## config.mk

```make
export PLATFORM = sky130hd
export DESIGN_NAME = pidc_regs
export DESIGN_NICKNAME = d
export VERILOG_FILES = /design/src/rtl/core/pidc_pkg.sv /design/src/rtl/core/pidc_regs.sv
export SDC_FILE = /design/constraint.sdc
export NUM_CORES = 1
export LEC_CHECK = 0
export BUFFER_PORTS_ARGS = -buffer_cell sky130_fd_sc_hd__buf_4
export CELL_PAD_IN_SITES_DETAIL_PLACEMENT = 0
export CELL_PAD_IN_SITES_GLOBAL_PLACEMENT = 1
export CORE_UTILIZATION = 38
export DETAILED_ROUTE_END_ITERATION = 8
export PLACE_DENSITY = 0.83
export SYNTH_ARGS = -nofsm -noshare
export SYNTH_HDL_FRONTEND = slang
export SYNTH_SLANG_ARGS = --single-unit
```

## constraint.sdc

```tcl
create_clock -name clk -period 1.56 [get_ports clk]
set_input_delay 0.234 -clock clk [delete_from_list [all_inputs] [get_ports clk]]
set_output_delay 0.234 -clock clk [all_outputs]
set_load 0.03 [all_outputs]
```

## src/rtl/core/pidc_pkg.sv

```systemverilog
package pidc_pkg;

    localparam int NUM_MOTORS_DEF         = 2;
    localparam int GAIN_FRACTION_BITS_DEF = 12;

    localparam int ERR_W  = 17;
    localparam int SUM_W  = 18;
    localparam int DIFF_W = 18;
    localparam int PROD_W = 35;
    localparam int ACC_W  = 37;

    localparam logic [15:0] KP_RESET   = 16'd9011;
    localparam logic [15:0] KI_RESET   = 16'd53;
    localparam logic [15:0] KD_RESET   = 16'd205;
    localparam logic [15:0] ILIM_RESET = 16'd1000;
    localparam logic [14:0] DLIM_RESET = 15'd2500;

    typedef enum logic [2:0] {
        REG_KP   = 3'd0,
        REG_KI   = 3'd1,
        REG_KD   = 3'd2,
        REG_ILIM = 3'd3,
        REG_DLIM = 3'd4
    } reg_idx_t;

    typedef struct packed {
        logic [15:0] kp;
        logic [15:0] ki;
        logic [15:0] kd;
        logic [15:0] ilim;
        logic [14:0] dlim;
    } cfg_t;

    typedef struct packed {
        logic signed [SUM_W-1:0] sum;
        logic signed [ERR_W-1:0] err;
    } state_entry_t;

    typedef struct packed {
        logic                     valid;
        logic signed [ERR_W-1:0]  err;
        logic signed [SUM_W-1:0]  sum;
        logic signed [DIFF_W-1:0] diff;
    } terms_t;

endpackage

```

## src/rtl/core/pidc_regs.sv

```systemverilog
module pidc_regs
    import pidc_pkg::*;
(
    input  logic        clk,
    input  logic        rst_n,
    input  logic        psel,
    input  logic        penable,
    input  logic        pwrite,
    input  logic [4:0]  paddr,
    input  logic [31:0] pwdata,
    output logic [31:0] prdata,
    output logic        pready,
    output cfg_t        cfg
);

    cfg_t       cfg_reg;
    logic       wr_en;
    logic [2:0] reg_sel;

    assign pready  = 1'b1;
    assign wr_en   = psel && penable && pwrite;
    assign reg_sel = paddr[4:2];
    assign cfg     = cfg_reg;

    always_ff @(posedge clk or negedge rst_n)
    begin
        if (!rst_n)
        begin
            cfg_reg.kp   <= KP_RESET;
            cfg_reg.ki   <= KI_RESET;
            cfg_reg.kd   <= KD_RESET;
            cfg_reg.ilim <= ILIM_RESET;
            cfg_reg.dlim <= DLIM_RESET;
        end
        else if (wr_en)
        begin
            case (reg_sel)
                REG_KP:   cfg_reg.kp   <= pwdata[15:0];
                REG_KI:   cfg_reg.ki   <= pwdata[15:0];
                REG_KD:   cfg_reg.kd   <= pwdata[15:0];
                REG_ILIM: cfg_reg.ilim <= pwdata[15:0];
                REG_DLIM: cfg_reg.dlim <= pwdata[14:0];
                default:  ;
            endcase
        end
    end

    always_comb
    begin
        case (reg_sel)
            REG_KP:   prdata = {16'd0, cfg_reg.kp};
            REG_KI:   prdata = {16'd0, cfg_reg.ki};
            REG_KD:   prdata = {16'd0, cfg_reg.kd};
            REG_ILIM: prdata = {16'd0, cfg_reg.ilim};
            REG_DLIM: prdata = {17'd0, cfg_reg.dlim};
            default:  prdata = 32'd0;
        endcase
    end

endmodule

```

==> metrics.md <==
| Metric | Value |
|---|---|
| Status | `finished, violations left` |
| Failing checks | `setup timing` |
| Ant diodes | `0` |
| Clk Latency, worst-skew pair | `0.35 ns` |
| RSZ-0062 raised after global routing | `true` |
| Layout cells sized above 1 | `0.7677` |
| CP max-delay cell | `mux4_2` |
| Sw Ratio | `0.3490` |
| Worst-path cell chain | `mux4_2, and2b_1, buf_6` |
| Crit path time final | `approximately 1.8 ns` |
| Clock root cell | `clkbuf_8` |
| Die area | `10460 µm²` |
| Final #Nets | `slightly below 500` |
| Count leader, synth | `mux2_2` |
| Hold Path End | `cfg[63]$_DFFE_PN1P_` |
| Hold path start | `pwdata[0]` |
| Total Power | `7.830 mW` |
| Cells after DPL | `533` |
| Top post-synthesis cells by area | `dfrtp_1 34%, mux2_2 25%, dfstp_2 19%, mux2_4 3.9%, buf_4 3.7%` |
| Antenna violations before repair | `0` |
| Crit path max fanout | `2` |
| Vias in the first global route | `3096` |
| Setup slack at placement | `-0.07479 ns` |
| Max stage delay on crit path | `0.47 ns` |
| Setup Viol. Count Final | `16` |
| Post-synthesis cell area | `between 3000 and 4000 µm²` |
| Comb power frac | `0.391` |
| M1 GR Usage | `0.2756` |
| Die Span X | `102.3 µm` |
| Non-filler cells, final | `585` |
| Primary FF master, synth | `dfrtp_1` |
| Total CTS buffers | `9` |
| Register area share after synthesis | `0.5264` |
| Core box area | `9774 µm²` |
| Max Root-Sink Buffers | `2` |
| Vias | `2927` |
| Area grow syn2layout | `49.20%` |
| Top cell type by total area after synthesis | `dfrtp_1` |
| Commonest cells in the netlist | `84 x mux2_2, 52 x dfrtp_1, 27 x dfstp_2` |
| PortBufs | `118` |
| Syn_area_per_cell | `14.15 µm²` |
| Leakage power | `approximately 2.8 nW` |
| Final Hold Viols | `0` |
| Synthesized flop and latch total | `79` |
| Overflow after GRT | `0` |
| Crit path required time | `about 1.3 ns` |
| Slew Limit Fails | `0` |
| Number of H-tree levels | `3` |
| Post-synth EDFFs | `0` |
| Internal | `~5 mW` |
| Compound-Gate Fraction of Synth Area | `0.07796` |
| Clock share of power | `0.244` |
| Worst r2r src | `cfg[35]$_DFFE_PN0P_` |
| DR vias/cell | `5.003` |
| Mux contribution to synthesized area | `0.2954` |
| Hold path cells | `2` |
| Worst min-delay path class | `primary input to flop` |
| Yosys Warn Count | `0` |
| CTS tree | `yes` |
| I/O pins | `154` |
| Clock transition at path regs | `0.08 ns` |
| Max reg flops | `79` |
| Ys async rst share | `1.000` |
| Largest family of logic cells by synthesized area | `multiplexers` |
| DRC viols | `0` |
| Synth cell types | `29` |
| Reg2reg path depth | `3` |
| Remaining antenna violation count | `0` |
| Startpoint types | `flop` |
| Synth Area in XOR/XNOR | `0` |
| Yosys top cell area share | `0.3406` |
| Iter 0 DRT Violations | `83` |
| Critical path data arrival time | `1.52 ns` |
| Routability Congestion | `0.7979` |
| Routed len/inst | `18.39 µm` |
| Final clock skew | `0 ns` |
| First-pass GRT wire length | `16760 µm` |
| Critical path class | `flop to primary output` |
| Max-cap viol count | `0` |
| PnR worst setup slack | `-0.1945 ns` |
| Switch Pwr | `2.732 mW` |
| Tot GR Track Use | `0.2169` |
| Initial DRT Pass Iterations | `4` |
| Synthesized instance count | `270` |
| Routing usage on met2 | `0.3712` |
| Final core occ | `0.5831` |
| Worst r2r dst | `cfg[35]$_DFFE_PN0P_` |
| Largest net degree at the start of global routing | `80` |
| GR Util met3 | `0.03830` |
| Post-Synth Simple-Gate Area | `0.03603` |
| Site Rows | `36` |
| R2r setup slk | `about 0.53 ns` |
| Critical path endpoint category | `primary output` |
| Chip Height | `about 100 µm` |
| Fin crit share | `1.125` |
| Initial Utilization | `0.3908` |
| Maximum clock frequency | `570.0 MHz` |
| Sequential share of power | `0.365` |
| Gr busiest metal | `met2` |
| Hpwl dp | `7292 µm` |
| Clock sinks | `79` |
| Pwr/cell area | `about 1400 nW/µm²` |
| Final WL | `10760 µm` |
| Peak supply drop | `0.5548 mV` |
| Setup_tns | `-1.363 ns` |
| Adder-Cell Fraction of Synth Area | `0` |
-- layout make-up --
cell class,instances,area (µm²)
repair buffers,184,1491
clock inverters,5,103.9
clock buffers,11,151.4
fillers,797,4075
well taps,133,166.4
inverters,1,3.754
flip-flops and latches,79,2011
multi-input cells,172,1772
-- power by group through the flow --
stage | registers [mW] | logic, mW | clock network (mW)
2_1_floorplan | 3.67 | 0.853 | 0
3_3_place_gp | 2.90 | 2.64 | 0
3_5_place_dp | 2.92 | 2.68 | 0
4_1_cts | 2.85 | 3.04 | 1.94
5_1_grt | 2.92 | 3.24 | 2.03
6_report | 2.86 | 3.06 | 1.91
-- worst max-delay path by stage --
stage	startpoint	to	slack, ns	depth (start not counted)
after global routing	cfg[68]$_DFFE_PN1P_	prdata[5]	-0.24	4
after floorplan	paddr[2]	prdata[12]	-0.06	5
final	cfg[30]$_DFFE_PN0P_	prdata[15]	-0.19	3
after detailed placement	paddr[2]	prdata[2]	-0.07	6
after global placement	paddr[2]	prdata[9]	-0.07	6
after CTS	cfg[30]$_DFFE_PN0P_	prdata[15]	-0.21	3
-- cell usage in the layout (no fill, tap or decap), drive strengths merged --
cell type    count
mux4             1
nor2b            3
dfrtp           52
o21ai           14
nand2            2
and2b            2
nor3             1
nor3b            1
dlygate4sd3      1
inv              1
dfstp           27
mux2i            1
mux2            94
a32oi           14
nand4b           1
bufinv           3
clkinv           2
nor2             2
a22oi           14
clkbuf          11
buf            183
and4             1
or3              2
nand3            2
conb            17
-- stage by stage --
stage / hold WS, ns / area [µm²]
6_report: 0.1474 / 5699
5_1_grt: 0.1391 / 5699
4_1_cts: 0.1278 / 5647
3_5_place_dp: 0.2949 / 5027
3_3_place_gp: 0.2877 / 5027
2_1_floorplan: -0.06159 / 3911
-- per-layer routing --
| layer | share of wire | vias to the layer above |
|---|---|---|
| met2 | 0.51 | 95 |
| met5 | 0 | - |
| li1 | - | 1325 |
| met3 | 0.044 | 14 |
| met4 | 0.016 | 0 |
| met1 | 0.43 | 1493 |
-- timing repair --
item	in CTS	in global routing
setup buffers	30	5
hold buffers	1	0
resized for setup	26	3
hold endpoints to repair	52	0
endpoints found under the setup margin	16	16
pin swaps	14	0
gates cloned	0	0
-- cells by family after synthesis --
kind of cell	Yosys count
other	2
AO/OA/AOI/OAI	42
AND/OR/NAND/NOR	17
buffers and inverters	34
multiplexers	96
flip-flops	79
-- critical path, delay by kind of cell (launching register included) --
family / cells / cell delay (ns)
mux: 1 / 0.47
flops: 1 / 0.39
simple gates: 1 / 0.19
buf+inv: 1 / 0.14
Note: power is estimated with default switching activity, not from simulation.
