[config.mk]
export PLATFORM = sky130hd
export DESIGN_NAME = pidc_state
export DESIGN_NICKNAME = d
export VERILOG_FILES = /design/src/rtl/core/pidc_pkg.sv /design/src/rtl/core/pidc_state.sv
export SDC_FILE = /design/constraint.sdc
export NUM_CORES = 1
export LEC_CHECK = 0
export BUFFER_PORTS_ARGS = -buffer_cell sky130_fd_sc_hd__clkbuf_2
export CAP_MARGIN = 10
export CORE_UTILIZATION = 42
export DETAILED_ROUTE_END_ITERATION = 12
export PLACE_DENSITY = 0.71
export SLEW_MARGIN = 15
export SYNTH_ARGS = -nofsm -noshare
export SYNTH_HDL_FRONTEND = slang
export SYNTH_SLANG_ARGS = --single-unit
[constraint.sdc]
create_clock -name clk -period 9.1 [get_ports clk]
set_clock_uncertainty 0.15 [all_clocks]
set_input_delay 1.365 -clock clk [delete_from_list [all_inputs] [get_ports clk]]
set_output_delay 1.365 -clock clk [all_outputs]
set_load 0.01 [all_outputs]
[src/rtl/core/pidc_pkg.sv]
package pidc_pkg;

    localparam int NUM_MOTORS_DEF         = 2;
    localparam int GAIN_FRACTION_BITS_DEF = 12;

    localparam int ERR_W  = 17;
    localparam int SUM_W  = 18;
    localparam int DIFF_W = 18;
    localparam int PROD_W = 35;
    localparam int ACC_W  = 37;

    localparam logic [15:0] KP_RESET   = 16'd9011;
    localparam logic [15:0] KI_RESET   = 16'd53;
    localparam logic [15:0] KD_RESET   = 16'd205;
    localparam logic [15:0] ILIM_RESET = 16'd1000;
    localparam logic [14:0] DLIM_RESET = 15'd2500;

    typedef enum logic [2:0] {
        REG_KP   = 3'd0,
        REG_KI   = 3'd1,
        REG_KD   = 3'd2,
        REG_ILIM = 3'd3,
        REG_DLIM = 3'd4
    } reg_idx_t;

    typedef struct packed {
        logic [15:0] kp;
        logic [15:0] ki;
        logic [15:0] kd;
        logic [15:0] ilim;
        logic [14:0] dlim;
    } cfg_t;

    typedef struct packed {
        logic signed [SUM_W-1:0] sum;
        logic signed [ERR_W-1:0] err;
    } state_entry_t;

    typedef struct packed {
        logic                     valid;
        logic signed [ERR_W-1:0]  err;
        logic signed [SUM_W-1:0]  sum;
        logic signed [DIFF_W-1:0] diff;
    } terms_t;

endpackage

[src/rtl/core/pidc_state.sv]
module pidc_state
    import pidc_pkg::*;
#(
    parameter int NUM_MOTORS = NUM_MOTORS_DEF
)
(
    input  logic               clk,
    input  logic               rst_n,
    input  logic               adv,
    input  logic               accept,
    input  logic               motor_index,
    input  logic signed [15:0] measured_position,
    input  logic signed [15:0] target_position,
    input  logic [15:0]        ilim,
    output terms_t             terms
);

    localparam int IDX_W = (NUM_MOTORS > 1) ? $clog2(NUM_MOTORS) : 1;

    state_entry_t mem [NUM_MOTORS];
    logic [NUM_MOTORS-1:0] valid_reg;

    logic [IDX_W-1:0]        idx_next;
    logic signed [ERR_W-1:0] err_next;

    logic                    s1_valid_reg;
    logic [IDX_W-1:0]        s1_idx_reg;
    logic signed [ERR_W-1:0] s1_err_reg;
    state_entry_t            rd_data_reg;
    logic                    rd_valid_reg;

    // Last entry written, kept for the transfer that read the memory at that same edge.
    logic                    wb_valid_reg;
    logic [IDX_W-1:0]        wb_idx_reg;
    state_entry_t            wb_data_reg;

    state_entry_t             cur;
    logic signed [SUM_W:0]    sum_raw;
    logic signed [SUM_W:0]    lim;
    logic signed [SUM_W-1:0]  sum_next;
    logic signed [DIFF_W-1:0] diff_next;
    logic                     wr_en;
    logic                     terms_valid_reg;
    logic signed [ERR_W-1:0]  terms_err_reg;
    logic signed [SUM_W-1:0]  terms_sum_reg;
    logic signed [DIFF_W-1:0] terms_diff_reg;

    always_comb
    begin
        if ({31'd0, motor_index} >= NUM_MOTORS)
            idx_next = IDX_W'(NUM_MOTORS - 1);
        else
            idx_next = IDX_W'(motor_index);
        err_next = {target_position[15], target_position}
                 - {measured_position[15], measured_position};
    end

    always_comb
    begin
        if (wb_valid_reg && (wb_idx_reg == s1_idx_reg))
            cur = wb_data_reg;
        else if (rd_valid_reg)
            cur = rd_data_reg;
        else
            cur = '0;

        sum_raw = (SUM_W+1)'(cur.sum) + (SUM_W+1)'(s1_err_reg);
        lim     = $signed({3'd0, ilim});
        if (sum_raw > lim)
            sum_next = SUM_W'(lim);
        else if (sum_raw < -lim)
            sum_next = SUM_W'(-lim);
        else
            sum_next = SUM_W'(sum_raw);
        diff_next = DIFF_W'(s1_err_reg) - DIFF_W'(cur.err);
    end

    assign wr_en = s1_valid_reg && adv;

    always_ff @(posedge clk)
    begin
        if (wr_en)
            mem[s1_idx_reg] <= '{sum: sum_next, err: s1_err_reg};
        if (accept)
            rd_data_reg <= mem[idx_next];
    end

    always_ff @(posedge clk or negedge rst_n)
    begin
        if (!rst_n)
        begin
            valid_reg       <= '0;
            s1_valid_reg    <= 1'b0;
            wb_valid_reg    <= 1'b0;
            terms_valid_reg <= 1'b0;
        end
        else if (adv)
        begin
            if (wr_en)
                valid_reg[s1_idx_reg] <= 1'b1;
            s1_valid_reg    <= accept;
            wb_valid_reg    <= s1_valid_reg;
            terms_valid_reg <= s1_valid_reg;
        end
    end

    always_ff @(posedge clk)
    begin
        if (accept)
        begin
            s1_idx_reg   <= idx_next;
            s1_err_reg   <= err_next;
            rd_valid_reg <= valid_reg[idx_next];
        end
        if (adv)
        begin
            wb_idx_reg     <= s1_idx_reg;
            wb_data_reg    <= '{sum: sum_next, err: s1_err_reg};
            terms_err_reg  <= s1_err_reg;
            terms_sum_reg  <= sum_next;
            terms_diff_reg <= diff_next;
        end
    end

    assign terms = '{valid: terms_valid_reg, err: terms_err_reg, sum: terms_sum_reg,
                     diff: terms_diff_reg};

endmodule

==> results.txt <==
status = finished clean
IO Pins = 107
drt drc = 0
clock root cell = clkbuf_16
Clk pwr share = 22.2%
Area Overhead vs Synth = 14.4%
Worst path max stage delay = 0.60 ns
post-synthesis adder-cell area fraction = 10.3%
first-pass GRT wire length = 38400 um
number of cell rows = 57
WL final = 23700 um
complex-gate fraction of the synthesized area = 13.6%
Final ANT Viol Nets = 0
Flop pwr share = 37.2%
Pint = 2.19 mW
crit path cell chain = xnor2_1, nand2_1, buf_4, nand3_1, nand2_1, ha_1, fa_1, a211oi_2, o21ai_2, a31oi_1, xor2_1, inv_1, ha_1, nand3_1, nor3_1, nand3_1, o311ai_0, o32ai_1, a211oi_1, o311a_2, or2_1, o31ai_1
max-cap viol count = 0
Period Utilization, post-route = 75.0%
most used cell, CP = nand3_1
Layout Cells excl Fill = 1355
max FFs per register = 70
cts hold-fix bufs = 0
I/O Buffers = 106
final hold vios = 0
Worst EP arrival = 6.86 ns
Switch Pwr = 1.24 mW
post-DR vias/cell = 5.53
die extent in y = 160 um
EDFF count, synth = 178
Initial Utilization = 43.0%
Least-Margin Pin Slew = 1.10 ns
largest family of logic cells by synthesized area = compound AO/OA/AOI/OAI gates
Yosys reg bits = 182
DIE AREA = 25700 sq um
synthesized cell area = 10500 sq um
clock sinks = 182
core area = 24500 sq um
area of the multi-input gates = 4720 sq um
Primary FF master, synth = edfxtp_1
CP required = 9.14 ns
Mapped Nets = 1050
clk buf depth = 2
via count = 7496
CTS Buf Count = 17
most common cell after layout, fill and taps aside = edfxtp_1
Startpoint Class = flop
Unique masters post-synth = 76
Max Fclk = 147 MHz
Iter 0 DRT Violations = 447
crit end category = flop
hpwl dp = 17100 um
Min Clock Period, post-route = 6.82 ns
sw frac = 36.2%
pin count of the biggest net entering global routing = 59
GRT Residual Overflow = 0
fin. max-slew vios = 0
Die W = 160 um
Placed Cells = 1323
asr flop ratio synth = 2.20%
Leak = 4.87 nW
Setup Buffers After CTS = 0
clk slew on worst S/H paths = 0.07 ns
layout cells sized above 1 = 20.7%
number of antenna violations at the first check in global routing = 0
1st-pass router iterations = 5
global-route usage over all layers = 19.2%
Avg Synthesized Cell Area = 11.5 sq um
power per cell area = 286 nW/um^2
RSZ-0062 raised after global routing = no
diode count = 0
DR WL/cell = 17.5 um
# H-tree levels = 4
vias in the first global route = 7485
worst hold path class = reg2reg
Comb pwr share = 40.5%
setup TNS = 0 ns
fillers = 2192
CP bufs+invs = 2
Finished Core Util = 49.2%
leading cell types in the layout, fill and taps excluded = edfxtp_1, clkbuf_2, ha_1
gpl congestion = 0.880
slowest stage cell, crit path = or2_1
Worst IR Drop VDD = 168 uV
Cells after Synth = 912
Yosys warnings = 0
Sequential Area = 5450 sq um
kind of critical path = reg2reg
family with the most delay on the worst path = compound AO/OA/AOI/OAI gates
final setup fails = 0
CTS resizes = 0
post-synthesis sequential area ratio = 51.7%
CTS tree = built
multiplexer share of the synthesized area = 4.34%
Slew Limit Headroom = 26.8%
maximum fanout along the worst path = 24
post-synthesis xor/xnor area fraction = 4.60%
Skew-Pair Late Insertion Delay = 0.43 ns
Simple-Gate Fraction of Synth Area = 11.9%
layout net count = 1157
power by group through the flow:
stage | Sequential [mW] | Clock (mW) | Combinational (mW)
floorplan | 1.29 | 0 | 0.991
global placement | 1.30 | 0 | 1.34
detailed placement | 1.30 | 0 | 1.37
CTS | 1.28 | 0.778 | 1.39
global route | 1.29 | 0.808 | 1.55
finish | 1.28 | 0.765 | 1.39
through the flow:
step | power, mW | hold WS (ns) | worst slack (ns) | cell area, sq um
floorplan | 2.28 | 0.283 | 3.64 | 10500
global placement | 2.64 | 0.298 | 2.65 | 11400
detailed placement | 2.68 | 0.300 | 2.25 | 11400
CTS | 3.45 | 0.316 | 2.23 | 12000
global route | 3.65 | 0.339 | 1.79 | 12000
finish | 3.44 | 0.315 | 2.28 | 12000
per-layer routing:
| layer | global-route usage, % | wire length [um] | vias up |
|---|---|---|---|
| met1 | 25.8 | 10800 | 3602 |
| met3 | 2.75 | 1190 | 32 |
| met5 | 0 | 0 | - |
| met2 | 31.1 | 11100 | 216 |
| met4 | 8.10 | 562 | 0 |
| li1 | - | - | 3646 |
path summary, 6_finish.rpt:
kind,start,endpoint,slack (ns),cells past startpoint
min,valid_reg[0],valid_reg[0],0.31,1
max reg2reg,s1_idx_reg,terms_sum_reg[0],2.28,22
min in group asynchronous,rst_n,valid_reg[1],0.58,1
max in group asynchronous,rst_n,terms_valid_reg,8.10,1
max,s1_idx_reg,terms_sum_reg[0],2.28,22
min reg2reg,valid_reg[0],valid_reg[0],0.31,1
final cells by class:
cell class | instances | share of cell area (%)
clock buffer | 19 | 3.60
tap | 324 | 3.37
inverter | 63 | 1.97
multi-input combinational | 639 | 39.2
clock inverter | 12 | 1.47
sequential | 182 | 45.3
timing repair buffer | 116 | 5.14
logic make-up after synthesis:
logic type | count (synthesis)
simple gates | 249
compound gates | 212
flops | 182
buf+inv | 91
fa+ha+maj | 85
xor+xnor | 52
mux | 41
synthesized netlist by cell type, drive strengths merged (4+ instances only):
library cell  number  share of area [%]
edfxtp           178                 51
ha                82                9.8
nand2             70                2.5
o21ai             68                3.3
inv               63                2.2
a21oi             53                2.5
nand3             45                2.1
mux2              37                4.0
xnor2             36                3.0
nor2              35                1.2
and3              26                1.5
clkbuf            22               0.78
o211ai            18                1.6
xor2              14                1.2
nor3              13               0.67
a21o              11               0.78
nor2b              9               0.54
or2                9               0.54
a211oi             8               0.83
a21boi             8               0.61
nand4              8               0.48
o21a               8               0.58
nor4               7               0.42
and2               6               0.36
buf                6               0.49
o311ai             6               0.50
or3                5               0.30
a2111oi            4               0.51
dfrtp              4               0.95
mux2i              4               0.38
or4                4               0.29
Power figures use the tool's default switching activity.
